**src/hw/rtl/assert_macros.svh**
```systemverilog
// Assertion macros shared by the moving average filter modules.
// Every user must have clk_i and rst_ni (active low) in scope.
`ifndef ASSERT_MACROS_SVH
`define ASSERT_MACROS_SVH

// Check a property on every rising clock edge, off while in reset.
`define ASSERT_CHK(lbl, prop, msg) \
  lbl: assert property (@(posedge clk_i) disable iff (!rst_ni) prop) \
    else $error(msg);

// Check that a condition never holds, off while in reset.
`define ASSERT_NEVER(lbl, expr, msg) \
  lbl: assert property (@(posedge clk_i) disable iff (!rst_ni) !(expr)) \
    else $error(msg);

`endif

```
**src/hw/rtl/maf_pkg.sv**
```systemverilog
// Shared widths, types and helpers of the moving average filter.
// No dependencies; used by every module of the block.
`timescale 1ns / 1ps

package maf_pkg;

  localparam int SAMPLE_W    = 16;
  localparam int MAX_WINDOW  = 64;
  localparam int LEN_W       = 7;
  localparam int IDX_W       = $clog2(MAX_WINDOW);
  localparam int SUM_W       = SAMPLE_W + IDX_W;
  localparam int CNT_W       = $clog2(SUM_W);
  localparam int REM_W       = LEN_W + 1;
  localparam int QUEUE_DEPTH = 2;
  localparam int QPTR_W      = $clog2(QUEUE_DEPTH);
  localparam int QCNT_W      = $clog2(QUEUE_DEPTH + 1);

  localparam logic [LEN_W-1:0] LEN_RESET = LEN_W'(MAX_WINDOW);

  typedef logic signed [SUM_W-1:0] sum_t;

  // Queue status seen by both sides
  typedef struct packed {
    logic full;
    logic empty;
  } q_stat_t;

  // Map the raw register to a usable window length: zero acts as one,
  // anything above the store depth saturates.
  function automatic logic [LEN_W-1:0] eff_len(input logic [LEN_W-1:0] raw);
    logic [LEN_W-1:0] res;
    if (raw == '0) begin
      res = LEN_W'(1);
    end else if (raw > LEN_W'(MAX_WINDOW)) begin
      res = LEN_W'(MAX_WINDOW);
    end else begin
      res = raw;
    end
    return res;
  endfunction

endpackage

```
**src/hw/rtl/maf_front.sv**
```systemverilog
// Front end: accepts samples, keeps the ring store and the running sum.
// Depends on maf_pkg and assert_macros.svh.
`timescale 1ns / 1ps
`include "assert_macros.svh"

module maf_front (
  input  logic                          clk_i,
  input  logic                          rst_ni,
  input  logic                          cfg_valid_i,
  input  logic [maf_pkg::LEN_W-1:0]     cfg_data_i,
  input  logic                          in_valid_i,
  output logic                          in_stall_o,
  input  logic signed [maf_pkg::SAMPLE_W-1:0] sample_i,
  input  maf_pkg::q_stat_t              q_stat_i,
  output logic                          push_o,
  output maf_pkg::sum_t                 push_sum_o,
  output logic [maf_pkg::LEN_W-1:0]     len_o
);

  localparam logic S_IDLE = 1'b0;
  localparam logic S_UPD  = 1'b1;

  logic                                state_q, state_d;
  logic [maf_pkg::LEN_W-1:0]           len_q;
  logic [maf_pkg::LEN_W-1:0]           len_eff;
  logic [maf_pkg::IDX_W-1:0]           idx_q, idx_d;
  maf_pkg::sum_t                       sum_q, sum_d;
  logic [maf_pkg::MAX_WINDOW-1:0]      vld_q;
  logic signed [maf_pkg::SAMPLE_W-1:0] mem_q [maf_pkg::MAX_WINDOW];
  logic signed [maf_pkg::SAMPLE_W-1:0] rd_q;
  logic signed [maf_pkg::SAMPLE_W-1:0] sample_q;
  logic [maf_pkg::IDX_W-1:0]           pos_q, pos;
  logic signed [maf_pkg::SAMPLE_W-1:0] old_val;
  logic                                accept;

  assign len_eff    = maf_pkg::eff_len(len_q);
  assign len_o      = len_eff;
  assign in_stall_o = (state_q != S_IDLE) | q_stat_i.full;
  assign accept     = in_valid_i & ~in_stall_o;

  // Pick the slot to overwrite; restart at zero if the index ran past the window
  assign pos = ({1'b0, idx_q} >= len_eff) ? '0 : idx_q;

  // Entry never written since the last clear reads as zero
  assign old_val = vld_q[pos_q] ? rd_q : '0;

  // Add the new beat, drop the replaced entry
  assign sum_d = sum_q
               + maf_pkg::SUM_W'(sample_q)
               - maf_pkg::SUM_W'(old_val);

  // Advance and wrap the write index
  assign idx_d = ({1'b0, pos_q} == (len_eff - maf_pkg::LEN_W'(1))) ? '0
               : pos_q + maf_pkg::IDX_W'(1);

  assign state_d    = (state_q == S_IDLE) ? (accept ? S_UPD : S_IDLE) : S_IDLE;
  assign push_o     = (state_q == S_UPD);
  assign push_sum_o = sum_d;

  // Ring store and beat hold registers
  always_ff @(posedge clk_i) begin
    if (accept) begin
      rd_q     <= mem_q[pos];
      sample_q <= sample_i;
      pos_q    <= pos;
    end
    if (state_q == S_UPD) begin
      mem_q[pos_q] <= sample_q;
    end
  end

  // Control, sum and valid bits
  always_ff @(posedge clk_i or negedge rst_ni) begin
    if (!rst_ni) begin
      state_q <= S_IDLE;
      len_q   <= maf_pkg::LEN_RESET;
      idx_q   <= '0;
      sum_q   <= '0;
      vld_q   <= '0;
    end else begin
      state_q <= state_d;
      if (cfg_valid_i) begin
        len_q <= cfg_data_i;
        idx_q <= '0;
        sum_q <= '0;
        vld_q <= '0;
      end else if (state_q == S_UPD) begin
        idx_q        <= idx_d;
        sum_q        <= sum_d;
        vld_q[pos_q] <= 1'b1;
      end
    end
  end

  `ASSERT_CHK(a_idx_in_window, ({1'b0, idx_q} < len_eff), "write index outside window")

endmodule

```
**src/hw/rtl/maf_queue.sv**
```systemverilog
// Short queue of running sums between the front end and the divider.
// Depends on maf_pkg and assert_macros.svh.
`timescale 1ns / 1ps
`include "assert_macros.svh"

module maf_queue (
  input  logic              clk_i,
  input  logic              rst_ni,
  input  logic              push_i,
  input  maf_pkg::sum_t     push_data_i,
  input  logic              pop_i,
  output maf_pkg::sum_t     pop_data_o,
  output maf_pkg::q_stat_t  stat_o
);

  maf_pkg::sum_t               mem_q [maf_pkg::QUEUE_DEPTH];
  logic [maf_pkg::QPTR_W-1:0]  wr_ptr_q, rd_ptr_q;
  logic [maf_pkg::QCNT_W-1:0]  cnt_q;

  assign stat_o.full  = (cnt_q == maf_pkg::QCNT_W'(maf_pkg::QUEUE_DEPTH));
  assign stat_o.empty = (cnt_q == '0);
  assign pop_data_o   = mem_q[rd_ptr_q];

  // Store pushed entries
  always_ff @(posedge clk_i) begin
    if (push_i) begin
      mem_q[wr_ptr_q] <= push_data_i;
    end
  end

  // Advance pointers and track the fill level
  always_ff @(posedge clk_i or negedge rst_ni) begin
    if (!rst_ni) begin
      wr_ptr_q <= '0;
      rd_ptr_q <= '0;
      cnt_q    <= '0;
    end else begin
      if (push_i) begin
        wr_ptr_q <= wr_ptr_q + maf_pkg::QPTR_W'(1);
      end
      if (pop_i) begin
        rd_ptr_q <= rd_ptr_q + maf_pkg::QPTR_W'(1);
      end
      if (push_i && !pop_i) begin
        cnt_q <= cnt_q + maf_pkg::QCNT_W'(1);
      end else if (pop_i && !push_i) begin
        cnt_q <= cnt_q - maf_pkg::QCNT_W'(1);
      end
    end
  end

  `ASSERT_NEVER(a_push_full, (push_i && stat_o.full), "push into full queue")
  `ASSERT_NEVER(a_pop_empty, (pop_i && stat_o.empty), "pop from empty queue")

endmodule

```
**src/hw/rtl/maf_div.sv**
```systemverilog
// Back end: divides each running sum by the window length, one quotient bit
// per cycle, and holds the mean in an output register.
// Depends on maf_pkg and assert_macros.svh.
`timescale 1ns / 1ps
`include "assert_macros.svh"

module maf_div (
  input  logic                                clk_i,
  input  logic                                rst_ni,
  input  maf_pkg::q_stat_t                    q_stat_i,
  output logic                                pop_o,
  input  maf_pkg::sum_t                       pop_sum_i,
  input  logic [maf_pkg::LEN_W-1:0]           len_i,
  output logic                                out_valid_o,
  input  logic                                out_stall_i,
  output logic signed [maf_pkg::SAMPLE_W-1:0] mean_o
);

  localparam logic [1:0] B_IDLE = 2'd0;
  localparam logic [1:0] B_RUN  = 2'd1;
  localparam logic [1:0] B_DONE = 2'd2;

  logic [1:0]                          state_q, state_d;
  logic [maf_pkg::CNT_W-1:0]           cnt_q;
  logic [maf_pkg::SUM_W-1:0]           quo_q, quo_d;
  logic [maf_pkg::REM_W-1:0]           rem_q, rem_d;
  logic [maf_pkg::REM_W-1:0]           rem_sh;
  logic                                neg_q;
  logic                                ge;
  logic [maf_pkg::SUM_W-1:0]           mag;
  logic [maf_pkg::SUM_W-1:0]           qs;
  logic                                out_valid_q;
  logic signed [maf_pkg::SAMPLE_W-1:0] mean_q;
  logic                                load_out;

  assign out_valid_o = out_valid_q;
  assign mean_o      = mean_q;

  // Magnitude of the incoming sum
  assign mag = pop_sum_i[maf_pkg::SUM_W-1] ? (~pop_sum_i + maf_pkg::SUM_W'(1)) : pop_sum_i;

  // One restoring step: shift in the next dividend bit, subtract if it fits
  assign rem_sh = {rem_q[maf_pkg::REM_W-2:0], quo_q[maf_pkg::SUM_W-1]};
  assign ge     = (rem_sh >= {1'b0, len_i});
  assign rem_d  = ge ? (rem_sh - {1'b0, len_i}) : rem_sh;
  assign quo_d  = {quo_q[maf_pkg::SUM_W-2:0], ge};

  // Restore the sign; truncation toward zero falls out of dividing magnitudes
  assign qs = neg_q ? (~quo_q + maf_pkg::SUM_W'(1)) : quo_q;

  assign pop_o    = (state_q == B_IDLE) & ~q_stat_i.empty;
  assign load_out = (state_q == B_DONE) & (~out_valid_q | ~out_stall_i);

  always_comb begin
    state_d = state_q;
    case (state_q)
      B_IDLE: begin
        if (pop_o) state_d = B_RUN;
      end
      B_RUN: begin
        if (cnt_q == maf_pkg::CNT_W'(maf_pkg::SUM_W - 1)) state_d = B_DONE;
      end
      B_DONE: begin
        if (load_out) state_d = B_IDLE;
      end
      default: state_d = B_IDLE;
    endcase
  end

  // Datapath registers of the divider and the output beat
  always_ff @(posedge clk_i) begin
    if (pop_o) begin
      quo_q <= mag;
      rem_q <= '0;
      neg_q <= pop_sum_i[maf_pkg::SUM_W-1];
    end else if (state_q == B_RUN) begin
      quo_q <= quo_d;
      rem_q <= rem_d;
    end
    if (load_out) begin
      mean_q <= qs[maf_pkg::SAMPLE_W-1:0];
    end
  end

  // Control: state, step count, output valid
  always_ff @(posedge clk_i or negedge rst_ni) begin
    if (!rst_ni) begin
      state_q     <= B_IDLE;
      cnt_q       <= '0;
      out_valid_q <= 1'b0;
    end else begin
      state_q <= state_d;
      if (pop_o) begin
        cnt_q <= '0;
      end else if (state_q == B_RUN) begin
        cnt_q <= cnt_q + maf_pkg::CNT_W'(1);
      end
      if (load_out) begin
        out_valid_q <= 1'b1;
      end else if (!out_stall_i) begin
        out_valid_q <= 1'b0;
      end
    end
  end

  `ASSERT_CHK(a_rem_below_len, (state_q == B_RUN |-> rem_q < {1'b0, len_i}), "remainder not below divisor")

endmodule

```
**src/hw/rtl/moving_average_filter.sv**
```systemverilog
// Moving average filter top level: sliding mean; wires maf_front, maf_queue and maf_div.
// The bit-serial divider takes one sum at a time from the queue, runs 22 steps
//   on it and loads the mean into the output register, waiting while the output
//   is stalled; the front end stalls input while the queue of sums is full.
// Reset: asynchronous, active low; window length returns to 64, store reads as zero
//   through per-entry valid bits, so no clearing pass is needed.
`timescale 1ns / 1ps

module moving_average_filter (
  input  logic                                clk_i,
  input  logic                                rst_ni,
  input  logic                                cfg_valid_i,
  output logic                                cfg_ready_o,
  input  logic [maf_pkg::LEN_W-1:0]           cfg_data_i,
  input  logic                                in_valid_i,
  output logic                                in_stall_o,
  input  logic signed [maf_pkg::SAMPLE_W-1:0] sample_i,
  output logic                                out_valid_o,
  input  logic                                out_stall_i,
  output logic signed [maf_pkg::SAMPLE_W-1:0] mean_o
);

  logic                      push;
  logic                      pop;
  maf_pkg::sum_t             push_sum;
  maf_pkg::sum_t             pop_sum;
  maf_pkg::q_stat_t          q_stat;
  logic [maf_pkg::LEN_W-1:0] len_eff;
  logic                      cfg_wr;

  // Register writes are taken at once
  assign cfg_ready_o = 1'b1;
  assign cfg_wr      = cfg_valid_i & cfg_ready_o;

  maf_front u_front (
    .clk_i      (clk_i),
    .rst_ni     (rst_ni),
    .cfg_valid_i(cfg_wr),
    .cfg_data_i (cfg_data_i),
    .in_valid_i (in_valid_i),
    .in_stall_o (in_stall_o),
    .sample_i   (sample_i),
    .q_stat_i   (q_stat),
    .push_o     (push),
    .push_sum_o (push_sum),
    .len_o      (len_eff)
  );

  maf_queue u_queue (
    .clk_i      (clk_i),
    .rst_ni     (rst_ni),
    .push_i     (push),
    .push_data_i(push_sum),
    .pop_i      (pop),
    .pop_data_o (pop_sum),
    .stat_o     (q_stat)
  );

  maf_div u_div (
    .clk_i      (clk_i),
    .rst_ni     (rst_ni),
    .q_stat_i   (q_stat),
    .pop_o      (pop),
    .pop_sum_i  (pop_sum),
    .len_i      (len_eff),
    .out_valid_o(out_valid_o),
    .out_stall_i(out_stall_i),
    .mean_o     (mean_o)
  );

endmodule

```
**config.mk**
```make
export PLATFORM = sky130hd
export DESIGN_NAME = moving_average_filter
export DESIGN_NICKNAME = d
export VERILOG_FILES = /design/src/hw/rtl/maf_pkg.sv /design/src/hw/rtl/maf_front.sv /design/src/hw/rtl/maf_queue.sv /design/src/hw/rtl/maf_div.sv /design/src/hw/rtl/moving_average_filter.sv
export VERILOG_INCLUDE_DIRS = /design/src /design/src/hw/rtl
export SDC_FILE = /design/constraint.sdc
export NUM_CORES = 2
export LEC_CHECK = 0
export ABC_AREA = 1
export BUFFER_PORTS_ARGS = -buffer_cell sky130_fd_sc_hd__buf_2
export CORE_UTILIZATION = 40
export DETAILED_ROUTE_END_ITERATION = 7
export GPL_ROUTABILITY_DRIVEN = 0
export SYNTH_ARGS = -nofsm -noshare
export SYNTH_HDL_FRONTEND = slang
export SYNTH_SLANG_ARGS = --single-unit
export TNS_END_PERCENT = 1
```
**constraint.sdc**
```tcl
create_clock -name clk_i -period 5.85 [get_ports clk_i]
set_input_delay 0.2925 -clock clk_i [delete_from_list [all_inputs] [get_ports clk_i]]
set_output_delay 0.2925 -clock clk_i [all_outputs]
set_load 0.03 [all_outputs]
```
== After elaboration in Yosys (flattened, before gate mapping) ==
Memories as Yosys holds them, arrays and structs flattened. A register that Yosys moved wholly into a read port is not among the register bits.
Cells that the tools add are included.
Operators by class
  add/sub/neg operators: 12
  magnitude comparators: 5
  equal/unequal tests: 9
  mux-type cells: 34
  bitwise operators: 12
  reductions and logical operators: 12
Operator list (number)
  $mux 64: 2
  $mux 22: 5
  $or 64x64->64: 1
  $mux 16: 2
  $mux 6: 4
  $add 22x16->22: 1
  $add 22x2->22 const B: 1
  $not 22->22: 1
  $sub 22x16->22: 1
  $mux 7: 3
  $add 16x1->16 const B: 1
  $not 16->16: 1
  $mux 2: 5
  $mux 5: 2
  $ge 8x7->1: 1
  $mux 1: 8
  $ne 2x1->1 const B: 4
  $eq 6x7->1: 1
  $ge 6x7->1: 1
  $gt 7x7->1 const B: 1
  $logic_not 7->1: 1
  $lt 6x7->1 const B: 1
  $sub 7x1->7 const B: 1
  $sub 7x7->7: 1
  other kinds (20): 34
Word-level totals
  register bits after elaboration: 180
  memory bits (writable): 1068
  input port bits: 28
  memories: 2
Memories
  u_front.mem_q: depth 64, width 16, read ports 1, clocked after memory_dff 1, write ports 1, RTL line maf_front.sv:29  | logic signed [maf_pkg::SAMPLE_W-1:0] mem_q [maf_pkg::MAX_WINDOW];
  u_queue.mem_q: depth 2, width 22, read ports 1, clocked after memory_dff 0, write ports 1, RTL line maf_queue.sv:16  | maf_pkg::sum_t mem_q [maf_pkg::QUEUE_DEPTH];

== Logic depth before layout (Yosys ltp) ==
  depth after elaboration: 8
  mapped depth: 29
  gate-level depth less buffers: 27

== Cells and area by module ==
From an unflattened synthesis, not the netlist that was laid out.
Second synthesis, totals
  cell total of the unflattened synthesis: 5727
  area, all modules: 57172.3 µm²
By module, submodules not included
  maf_front: instances 1, cells an instance 5182, area each 51896.0 µm², seq. area each 34394.2 µm²
  maf_div: instances 1, cells an instance 450, area each 3467.1 µm², seq. area each 1511.4 µm²
  maf_queue: instances 1, cells an instance 93, area each 1798.0 µm², seq. area each 1421.4 µm²
  moving_average_filter: instances 1, cells an instance 2, area each 11.3 µm², seq. area each 0.0 µm²

== Least setup slack after synthesis ==
OpenSTA, ideal clock, no wires.
  path type: reg2reg
  start point: register u_front.pos_q[0] (netlist name)
  end point: memory u_queue.mem_q[0][16] (netlist name), data pin
  library setup time: 258 ps
  data arrival time: 3711 ps
  path slack: 1881 ps
  stages on the path, launching flop included: 23
  cells stage by stage: edfxtp_1 nand3_1 clkinv_1 a22oi_1 o221ai_1 o21ai_0 nand2_1 nor2_1 nand2_1 inv_1 buf_2 nor2_1 fa_1 inv_1 ha_1 a21oi_1 o21ai_0 a21o_1 nand2_1 nand2_1 a21oi_1 o211ai_1 and2_1
Between the ends
  word-level cells in the longest chain between the ends: 4
RTL lines
  from (decl): RTL line maf_front.sv:32  | logic [maf_pkg::IDX_W-1:0] pos_q, pos;
  from (signal assigned): RTL line maf_front.sv:65  | pos_q <= pos;
  $bmux 1 s6: RTL line maf_front.sv:45  | assign old_val = vld_q[pos_q] ? rd_q : '0;
  $mux 1 (not written as such): RTL line maf_front.sv:45
  $mux 16: RTL line maf_front.sv:45
  $sub 22x16->22: RTL line maf_front.sv:50  | - maf_pkg::SUM_W'(old_val);
  net push_sum[16]: RTL line moving_average_filter.sv:25  | maf_pkg::sum_t push_sum;
  to (decl): RTL line maf_queue.sv:16
The timed path passes the listed nets, and every way through them passes these cells. The select of a mux whose other input is x is not followed.

== Worst setup path in the final report ==
  start point: register u_front.pos_q[0] (netlist name)
  end point: memory u_queue.mem_q[1][19] (netlist name), data pin
The elaborated chain is that of the path after synthesis.

==> impl_metrics.json <==
{
  "outcome": "finished clean",
  "start_kind": "flop",
  "final_antenna_net_count": 0,
  "yosys.cell_types.count": 56,
  "yosysWarningCount": 0,
  "powerDensity_nw_per_um2": 429.7,
  "htree_levels": 4,
  "max_cap_viol_count": 0,
  "layout-drive-gt1-share": 0.07253,
  "overflow": 0,
  "clock_path_buffers": 3,
  "syn_area_per_cell_um2": 10.21,
  "path_max_fanout": 15,
  "path_class": "reg2reg",
  "cp.required_ps": 6380,
  "wl_um": 159200,
  "synth_nets": 5676,
  "num_rows": 138,
  "core_area_um2": 141400,
  "hold_viol": 0,
  "synth_flop_cell": "edfxtp_1",
  "clk_latency_ps": 790,
  "dieArea_um2": 144100,
  "finalSetupTns_ps": 0,
  "grt_max_degree": 149,
  "fin_crit_ps": 5235,
  "cts-resized-gates": 0,
  "setup.worst_path.end_class": "flop",
  "cts_setup_buffers": 0,
  "max_freq_mhz": 191.0,
  "min_period_over_period": 0.8948,
  "cts_tree": "yes",
  "clk_pin_slew_ps": 60,
  "post_drt_wl_per_cell_um": 20.76,
  "root_buffer": "clkbuf_16",
  "numCtsBuffers": 136,
  "first_pass_iters": 5,
  "design_area_um2": 64350,
  "antenna_found_initial": 3,
  "drt_iter0_markers": 3718,
  "total_power_uw": 27650,
  "hp-class": "in2reg",
  "viasPerCell": 5.182,
  "pin_count": 47,
  "leakage_uw": 0.02713,
  "setup_viol": 0,
  "max_slew_margin": 0.1614,
  "ys_seq_area_frac": 0.6546,
  "skew_ps": 56.32,
  "grt_usage": 0.2189,
  "slew_viol_final": 0,
  "syn-instance-count": 5583,
  "port_buffers": 45,
  "area_growth_syn_to_layout_pct": 12.86,
  "initial_core_util": 0.4032,
  "synth_area_um2": 57020,
  "arrival_ps": 5760,
  "holdBufCountCts": 26,
  "final_cell_mix": "nand2_1, edfxtp_1, inv_1, nand3_1, nor2_1",
  "die_w_um": 379.6,
  "grt_pass1_wl_um": 239000,
  "post_dp_cell_area_um2": 59900,
  "die_y_um": 379.6,
  "synth_edf_count": 1145,
  "tightest_slew_ps": 1258,
  "rsz0062_at_grt": "false",
  "ys_seq_elements": 1264,
  "ir_drop_uv": 401.3,
  "dp_hpwl_um": 89310,
  "vias": 39732,
  "final_common_cell": "nand2_1",
  "synthArstFlopShare": 0.08861,
  "clock-sinks": 1264,
  "drc_errors": 0,
  "grt_pass1_vias": 37891,
  "finalNetCount": 5766
}
[Yosys cell counts, drive strengths merged (3+ instances only)]
cell / number / area, µm²
xnor2: 26 / 227.7
o21bai: 4 / 30.03
dfxtp: 7 / 140.1
a21o: 4 / 30.03
or2: 11 / 68.81
xor2: 45 / 394.1
a31oi: 3 / 18.77
nand4: 142 / 894.6
buf: 168 / 869.6
nand2: 1292 / 4850
a21oi: 44 / 231.5
nor2: 279 / 1052
nand3: 912 / 4569
edfxtp: 1145 / 34380
o211ai: 36 / 270.3
nor4: 3 / 18.77
nor3: 14 / 80.08
fa: 22 / 440.4
a22o: 4 / 35.03
o21ai: 98 / 490.5
mux2i: 3 / 30.03
a22oi: 10 / 75.07
dfrtp: 111 / 2778
a211oi: 3 / 22.52
nand3b: 3 / 22.52
ha: 43 / 538.0
a221oi: 3 / 26.28
and2: 3 / 18.77
clkbuf: 110 / 412.9
inv: 1010 / 3791
o22ai: 8 / 50.05
[critical path: stages (launching register included)]
cell	delay (ps)
edfxtp_1	490
inv_1	180
nand3_1	250
inv_1	170
nand2_1	90
o21ai_0	70
a221oi_1	240
nand2_1	80
nand2_1	70
nand2_1	50
nor2_1	110
nand2_1	140
inv_1	470
nor2_1	110
fa_1	510
inv_1	50
ha_1	350
a21oi_1	180
nand2_1	100
a21oi_1	370
inv_1	110
a21oi_1	310
o21bai_1	160
nand2_1	100
nand3_1	80
and2_1	170
[sequential cells by signal (all words and copies together), names as in the netlist, 7 cells and up]
name / cells
u_div.mean_o: 16
u_div.quo_q: 22
u_div.rem_q: 7
u_front.len_q: 7
u_front.mem_q: 1024
u_front.rd_q: 16
u_front.sample_q: 16
u_front.sum_q: 22
u_front.vld_q: 64
u_queue.mem_q: 44
[final timing paths]
kind                                         from              endpoint  slack [ps]  cells after the start
worst max-delay path             u_front.pos_q[0]  u_queue.mem_q[1][19]         620                     25
worst min register to register  u_front.sum_q[16]     u_front.sum_q[16]         490                      2
worst min-delay path                  cfg_valid_i      u_front.idx_q[3]         120                      4
worst max register to register   u_front.pos_q[0]  u_queue.mem_q[1][19]         620                     25
max in group asynchronous                  rst_ni      u_front.idx_q[0]        4220                      3
min in group asynchronous                  rst_ni      u_queue.cnt_q[1]         140                      2
[cell type report]
type,instances,area (µm²)
Tap cell,1890,2365
Inverter,1012,3816
Clock inverter,59,558.0
Timing Repair Buffer,230,1957
Sequential cell,1264,37330
Multi-Input combinational cell,3029,14690
Clock buffer,183,3631
Antenna cell,1,2.502
Fill cell,12942,77060
[power breakdown]
part	switching (µW)	internal, µW
sequential	289	11000
combinational	5800	2290
clock	3590	4650
total	9680	18000
[cell families after synthesis]
group | count (synthesis) | share of synthesized area
AO/OA/AOI/OAI | 224 | 0.02348
XOR/XNOR | 72 | 0.01130
adder cells (fa/ha/maj) | 65 | 0.01716
buffers and inverters | 1290 | 0.08911
flip-flops | 1264 | 0.6546
multiplexers | 5 | 0.0009216
other | 1 | 0.00006577
AND/OR/NAND/NOR | 2662 | 0.2033
[stage by stage]
stage | instances | worst slack (ps) | hold slack, ps | utilization
final | 7668 | 615.1 | 121.9 | 0.4551
after global routing | 7667 | 312.1 | 98.95 | 0.4551
after CTS | 7667 | 729.9 | 24.76 | 0.4551
after detailed placement | 7399 | 739.9 | 420.6 | 0.4236
after global placement | 7399 | 828.2 | 413.7 | 0.4236
after floorplan | 5583 | 1881 | -3.091 | -
[per-layer routing]
layer,vias to the layer above,part of all wire,GRT usage
li1,18570,-,-
met1,19375,0.42,0.2908
met2,1499,0.47,0.3573
met3,288,0.070,0.03650
met4,0,0.036,0.08674
met5,-,0,0
Power figures use the tool's default switching activity.
